**src/uad_pkg.sv**
```systemverilog
// Shared types, constants and helpers for the unsigned to ASCII digit converter.
package uad_pkg;

    typedef enum logic [1:0] {
        ST_IDLE,
        ST_CONV,
        ST_STRIP,
        ST_EMIT
    } state_t;

    localparam int unsigned DIGIT_W = 4;
    localparam int unsigned CHAR_W  = 7;

    localparam logic [DIGIT_W-1:0] BCD_ADJ_MIN = 4'd5;
    localparam logic [DIGIT_W-1:0] BCD_ADJ     = 4'd3;
    localparam logic [DIGIT_W-1:0] DEC_BASE    = 4'd10;

    localparam logic [CHAR_W-1:0] CHAR_ZERO = 7'h30;
    localparam logic [CHAR_W-1:0] CHAR_NINE = 7'h39;
    localparam logic [CHAR_W-1:0] CHAR_A    = 7'h41;
    localparam logic [CHAR_W-1:0] CHAR_F    = 7'h46;

    localparam logic OP_DEC = 1'b0;
    localparam logic OP_HEX = 1'b1;

    function automatic logic [CHAR_W-1:0] digit_to_ascii(input logic [DIGIT_W-1:0] d);
        logic [CHAR_W-1:0] code;
        if (d < DEC_BASE)
        begin
            code = CHAR_ZERO + CHAR_W'(d);
        end
        else
        begin
            code = CHAR_A + CHAR_W'(d - DEC_BASE);
        end
        return code;
    endfunction

endpackage

```
**src/uad_dabble.sv**
```systemverilog
// One shift-and-add-3 step of binary to BCD conversion over all digits.
module uad_dabble #(
    parameter int unsigned NUM_DIGITS = 10
) (
    input  logic [NUM_DIGITS*uad_pkg::DIGIT_W-1:0] bcd_cur,
    input  logic                                   bit_in,
    output logic [NUM_DIGITS*uad_pkg::DIGIT_W-1:0] bcd_nxt
);
    import uad_pkg::*;

    localparam int unsigned BCD_W = NUM_DIGITS * DIGIT_W;

    logic [BCD_W-1:0] adj;

    always_comb
    begin
        for (int i = 0; i < NUM_DIGITS; i++)
        begin
            if (bcd_cur[i*DIGIT_W +: DIGIT_W] >= BCD_ADJ_MIN)
            begin
                adj[i*DIGIT_W +: DIGIT_W] = bcd_cur[i*DIGIT_W +: DIGIT_W] + BCD_ADJ;
            end
            else
            begin
                adj[i*DIGIT_W +: DIGIT_W] = bcd_cur[i*DIGIT_W +: DIGIT_W];
            end
        end
    end

    assign bcd_nxt = {adj[BCD_W-2:0], bit_in};

endmodule

```
**src/unsigned_to_ascii_digits.sv**
```systemverilog
// Top level: converts an unsigned word to ASCII decimal or hex digits, MSB first.
// Decimal: a load step, then one shift-and-add-3 step per input bit (one bit per cycle in
// the shared BCD adjust unit), then a strip step per suppressed leading zero plus a final one,
// then the characters are emitted in turn, each one waiting while the output is stalled.
// Hex skips the conversion. Next word taken after the last char loads.
// rst_n clears the sequencer and the output valid asynchronously; no other state.
module unsigned_to_ascii_digits #(
    parameter int unsigned VALUE_WIDTH = 32
) (
    input  logic                         clk,
    input  logic                         rst_n,
    input  logic                         src_valid,
    output logic                         src_stall,
    input  logic                         op,
    input  logic [VALUE_WIDTH-1:0]       value,
    output logic                         dst_valid,
    input  logic                         dst_stall,
    output logic [uad_pkg::CHAR_W-1:0]   char_code,
    output logic                         last
);
    import uad_pkg::*;

    localparam int unsigned DEC_DIGITS = (VALUE_WIDTH * 77) / 256 + 1;
    localparam int unsigned HEX_DIGITS = (VALUE_WIDTH + 3) / 4;
    localparam int unsigned NUM_DIGITS = (DEC_DIGITS > HEX_DIGITS) ? DEC_DIGITS : HEX_DIGITS;
    localparam int unsigned BCD_W      = NUM_DIGITS * DIGIT_W;
    localparam int unsigned IDX_W      = $clog2(NUM_DIGITS);
    localparam int unsigned BIT_W      = $clog2(VALUE_WIDTH);

    state_t                 state_reg, state_next;
    logic [IDX_W-1:0]       pos_reg, pos_next;
    logic [BIT_W-1:0]       bit_reg, bit_next;
    logic [VALUE_WIDTH-1:0] bin_reg, bin_next;
    logic [BCD_W-1:0]       dig_reg, dig_next;
    logic                   dst_valid_reg, dst_valid_next;
    logic [CHAR_W-1:0]      char_code_reg, char_code_next;
    logic                   last_reg, last_next;

    logic [BCD_W-1:0]       bcd_step;
    logic [DIGIT_W-1:0]     dig_arr [NUM_DIGITS];
    logic [DIGIT_W-1:0]     cur_digit;
    logic                   src_accept;
    logic                   out_free;

    uad_dabble #(
        .NUM_DIGITS (NUM_DIGITS)
    ) u_dabble (
        .bcd_cur (dig_reg),
        .bit_in  (bin_reg[VALUE_WIDTH-1]),
        .bcd_nxt (bcd_step)
    );

    always_comb
    begin
        for (int i = 0; i < NUM_DIGITS; i++)
        begin
            dig_arr[i] = dig_reg[i*DIGIT_W +: DIGIT_W];
        end
    end

    assign cur_digit  = dig_arr[pos_reg];
    assign src_stall  = (state_reg != ST_IDLE);
    assign src_accept = src_valid && !src_stall;
    assign out_free   = !dst_valid_reg || !dst_stall;

    always_comb
    begin
        state_next     = state_reg;
        pos_next       = pos_reg;
        bit_next       = bit_reg;
        bin_next       = bin_reg;
        dig_next       = dig_reg;
        dst_valid_next = dst_valid_reg && dst_stall;
        char_code_next = char_code_reg;
        last_next      = last_reg;

        case (state_reg)
            ST_IDLE:
            begin
                if (src_accept)
                begin
                    if (op == OP_HEX)
                    begin
                        dig_next   = BCD_W'(value);
                        pos_next   = IDX_W'(HEX_DIGITS - 1);
                        state_next = ST_STRIP;
                    end
                    else
                    begin
                        dig_next   = '0;
                        bin_next   = value;
                        bit_next   = BIT_W'(VALUE_WIDTH - 1);
                        pos_next   = IDX_W'(DEC_DIGITS - 1);
                        state_next = ST_CONV;
                    end
                end
            end
            ST_CONV:
            begin
                dig_next = bcd_step;
                bin_next = {bin_reg[VALUE_WIDTH-2:0], 1'b0};
                bit_next = bit_reg - 1'b1;
                if (bit_reg == '0)
                begin
                    state_next = ST_STRIP;
                end
            end
            ST_STRIP:
            begin
                if (pos_reg != '0 && cur_digit == '0)
                begin
                    pos_next = pos_reg - 1'b1;
                end
                else
                begin
                    state_next = ST_EMIT;
                end
            end
            ST_EMIT:
            begin
                if (out_free)
                begin
                    dst_valid_next = 1'b1;
                    char_code_next = digit_to_ascii(cur_digit);
                    last_next      = (pos_reg == '0);
                    if (pos_reg == '0)
                    begin
                        state_next = ST_IDLE;
                    end
                    else
                    begin
                        pos_next = pos_reg - 1'b1;
                    end
                end
            end
            default:
            begin
                state_next = ST_IDLE;
            end
        endcase
    end

    always_ff @(posedge clk or negedge rst_n)
    begin
        if (!rst_n)
        begin
            state_reg     <= ST_IDLE;
            dst_valid_reg <= 1'b0;
        end
        else
        begin
            state_reg     <= state_next;
            dst_valid_reg <= dst_valid_next;
        end
    end

    always_ff @(posedge clk)
    begin
        pos_reg       <= pos_next;
        bit_reg       <= bit_next;
        bin_reg       <= bin_next;
        dig_reg       <= dig_next;
        char_code_reg <= char_code_next;
        last_reg      <= last_next;
    end

    assign dst_valid = dst_valid_reg;
    assign char_code = char_code_reg;
    assign last      = last_reg;

`ifndef SYNTHESIS
    a_char_range: assert property (@(posedge clk) disable iff (!rst_n)
        dst_valid |-> (char_code >= CHAR_ZERO && char_code <= CHAR_NINE) ||
                      (char_code >= CHAR_A && char_code <= CHAR_F))
        else $error("char_code outside digit range");

    a_dec_start: assert property (@(posedge clk) disable iff (!rst_n)
        src_accept && op == OP_DEC |=> state_reg == ST_CONV)
        else $error("decimal word did not start conversion");

    a_hex_start: assert property (@(posedge clk) disable iff (!rst_n)
        src_accept && op == OP_HEX |=> state_reg == ST_STRIP)
        else $error("hex word did not skip conversion");

    a_conv_end: assert property (@(posedge clk) disable iff (!rst_n)
        state_reg == ST_CONV && bit_reg == '0 |=> state_reg == ST_STRIP)
        else $error("conversion did not end after last bit");

    a_emit_last: assert property (@(posedge clk) disable iff (!rst_n)
        state_reg == ST_EMIT && out_free && pos_reg == '0 |=> dst_valid && last)
        else $error("final digit not flagged last");
`endif

endmodule

```
**config.mk**
```make
export PLATFORM = sky130hd
export DESIGN_NAME = unsigned_to_ascii_digits
export DESIGN_NICKNAME = d
export VERILOG_FILES = /design/src/uad_pkg.sv /design/src/uad_dabble.sv /design/src/unsigned_to_ascii_digits.sv
export SDC_FILE = /design/constraint.sdc
export NUM_CORES = 1
export LEC_CHECK = 0
export ABC_AREA = 1
export BUFFER_PORTS_ARGS = -buffer_cell sky130_fd_sc_hd__buf_2
export CAP_MARGIN = 20
export CORE_MARGIN = 2
export CORE_UTILIZATION = 60
export CTS_CLUSTER_SIZE = 8
export DETAILED_ROUTE_END_ITERATION = 6
export HOLD_SLACK_MARGIN = 0.06
export PLACE_DENSITY = 0.8
export SLEW_MARGIN = 10
export SYNTH_ARGS = -nofsm -noshare
export SYNTH_HDL_FRONTEND = slang
export SYNTH_SLANG_ARGS = --single-unit
```
**constraint.sdc**
```tcl
create_clock -name clk -period 4.75 [get_ports clk]
set_input_delay 0.7125 -clock clk [delete_from_list [all_inputs] [get_ports clk]]
set_output_delay 0.7125 -clock clk [all_outputs]
set_load 0.05 [all_outputs]
```
==> flow_summary_export.csv <==
group,metric,value,unit
synthesis,synthCells,617,
cells_and_area,multi_input_area,2230,um2
worst_setup_path,critical_path_class,"register to register",
detailed_routing,wire_per_inst,14.2,um
synthesis,ys_types,30,
power,p_leak,2.63,nW
outcome,status,"finished clean",
clock_network,h-tree-depth,3,
synthesis,ys_ff_latch,92,
worst_setup_path,path_cells,"inv_1 -> ha_2 -> buf_4 -> inv_2 -> o22ai_4 -> buf_4",
clock_network,path_clk_slew,0.09,ns
floorplan,rows,34,
detailed_routing,via_per_inst,5.49,
worst_setup_path,path_depth,6,
worst_setup_path,cpMostUsedCell,"buf_4",
clock_network,cts_buffers,9,
clock_network,cts_resized,0,
clock_network,cts_num_sinks,92,
detailed_routing,ant_nets,0,
worst_setup_path,ff2ff_path_depth,6,
worst_setup_path,cp.required,4.75,ns
worst_setup_path,crit_start,"state_reg[1]",
placement,dpl-instance-area,5700,um2
timing,rsz0062_at_grt,"false",
worst_hold_path,hold_class,"input pin to async pin",
timing,relSlewSlack,0.341,
power,cellPowerDensity,741,nW/um2
detailed_routing,detailedRoute.firstIterationViolations,277,
clock_network,clockBufferDepth,2,
synthesis,syn_avg_cell_area,8.72,um2
clock_network,worst_skew_pair.late_latency,0.36,ns
synthesis,yosys-top-cells-area,"edfxtp_1, nand2_1, ha_1",
floorplan,start_util,0.617,
worst_setup_path,path_buf_inv,4,
clock_network,tritoncts,"yes",
clock_network,cts_setup_buffers,0,
job,max_cap_viol_count,0,
synthesis,yosysWarnings,0,
synthesis,syn_nets,686,
detailed_routing,dr.pass1.iters,7,
detailed_routing,post-route-drc-count,0,
power,vdd_drop_max,0.000386,V
cells_and_area,seq_area,2750,um2
grt,track_usage,0.237,
synthesis,synth_edf_count,89,
worst_setup_path,critPathTopFamily,"buffers and inverters",
worst_setup_path,cp-start-kind,"register",
floorplan,die_area,9740,um2
timing,fmax,341,MHz
grt,antenna_found_initial,0,
cells_and_area,layout.nets,726,
synthesis,synthTopCellsByCount,"nand2_1, edfxtp_1, inv_1",
detailed_routing,drt-total-wl,10.9,mm
timing,finalSetupTns,0,ns
worst_setup_path,critPathSlowestCell,"inv_2",
timing,clock_skew,0.00565,ns
cells_and_area,largest_register_ffs,40,
clock_network,postCtsHoldBufs,0,
synthesis,ys.flop_type,"edfxtp_1",
placement,gp_congestion,0.881,
timing,hold_viol,0,
synthesis,yosysTopAreaCell,"edfxtp_1",
synthesis,synth_top_area_frac,0.497,
timing,slew_viol_final,0,
detailed_routing,via_count,4226,
placement,portBuffers,46,
timing,tightestPinTransition,0.988,ns
floorplan,die_x,98.7,um
worst_setup_path,path_max_fanout,60,
timing,fin_crit,2.93,ns
cells_and_area,design_area,5860,um2
power,power,4.34,mW
cells_and_area,fillerInstances,693,
floorplan,die_h,98.7,um
cells_and_area,n_antenna_cell,0,
worst_setup_path,critPathMaxStageDelay,0.54,ns
grt,grt_max_degree,61,
worst_setup_path,r2r_end,"bin_reg[1]",
grt,overflow,0,
grt,grt_pass1_vias,4157,
synthesis,ys_seq_area_frac,0.511,
cells_and_area,area_growth,9.03,%
worst_setup_path,regToRegStartpoint,"state_reg[1]",
worst_setup_path,crit_path_end,"bin_reg[1]",
worst_setup_path,r2r_setup_slack,1.82,ns
timing,period_share,0.618,
timing,fin_ws,1.82,ns
synthesis,async_flop_share,0.0326,
clock_network,cts-root-buf,"clkbuf_8",
timing,final-setup-viol-count,0,
placement,hpwl,7.56,mm
floorplan,coreArea,8720,um2
cells_and_area,layout-drive-gt1-share,0.124,
placement,post-place-ws,1.84,ns
floorplan,ios,47,
synthesis,syn_area,5380,um2
worst_setup_path,worstSetupEndpointType,"register",
synthesis,yosysMostFrequentCell,"nand2_1",
grt,grt_pass1_wl,18.8,mm
worst_setup_path,worstPathArrival,2.94,ns
==> power by group <==
group / switching [mW] / internal, mW
registers: 0.263 / 1.46
clock network: 0.281 / 0.191
logic: 1.47 / 0.677
==> through the flow <==
step / std cells / hold WS [ns] / utilization
after global routing: 770 / 0.122 / 0.672
after global placement: 754 / 0.499 / 0.653
after floorplan: 617 / 0.417 / -
final: 770 / 0.131 / 0.672
after detailed placement: 754 / 0.512 / 0.653
after CTS: 770 / 0.118 / 0.672
==> cell type report <==
type	instances	share of cell area
Timing Repair Buffer	49	0.0431
Inverter	88	0.0563
Clock buffer	10	0.0218
Multi-Input combinational cell	417	0.380
Clock inverter	6	0.00662
Sequential cell	92	0.469
Tap cell	108	0.0230
==> worst register-to-register path: stages, from the launching register on <==
cell and delay (ns):
dfrtp_1 0.42, inv_1 0.10, ha_2 0.17, buf_4 0.50, inv_2 0.54, o22ai_4 0.36, buf_4 0.46
==> cells by family (layout without fill, tap and decap cells) <==
kind of cell,count (synthesis),count (layout),share of synthesized area
AND/OR/NAND/NOR,257,257,0.197
AO/OA/AOI/OAI,117,117,0.120
buffers and inverters,108,153,0.0793
flip-flops,92,92,0.511
adder cells (fa/ha/maj),32,32,0.0745
XOR/XNOR,11,11,0.0179
==> worst min path at each step <==
stage / from / to
6_report: rst_n / dst_valid
5_1_grt: rst_n / state_reg[0]
4_1_cts: rst_n / dst_valid
3_5_place_dp: rst_n / dst_valid
3_3_place_gp: dst_valid / dst_valid
2_1_floorplan: rst_n / dst_valid
==> cells in the final DEF (no fill, tap or decap), types with 2 or more instances in the layout <==
cell type and instances:
nand3b_1 3, o32ai_1 6, edfxtp_1 89, buf_2 46, o21ai_0 68, o211ai_1 4, nand2_2 5, ha_1 31
nand2_1 167, nor2_2 2, xor2_1 11, buf_4 3, inv_1 82, o22ai_1 9, nor2_1 31, clkbuf_8 9
nor3_1 3, inv_2 6, a21oi_1 22, dfrtp_1 3, inv_6 2, clkinv_2 2, nand3_1 44
==> per-layer routing <==
metal	GRT usage	part of all wire
met3	0.0475	0.043
met2	0.400	0.48
met4	0.0854	0.023
met5	0	0
met1	0.307	0.45
Note: power is estimated with default switching activity, not from simulation.
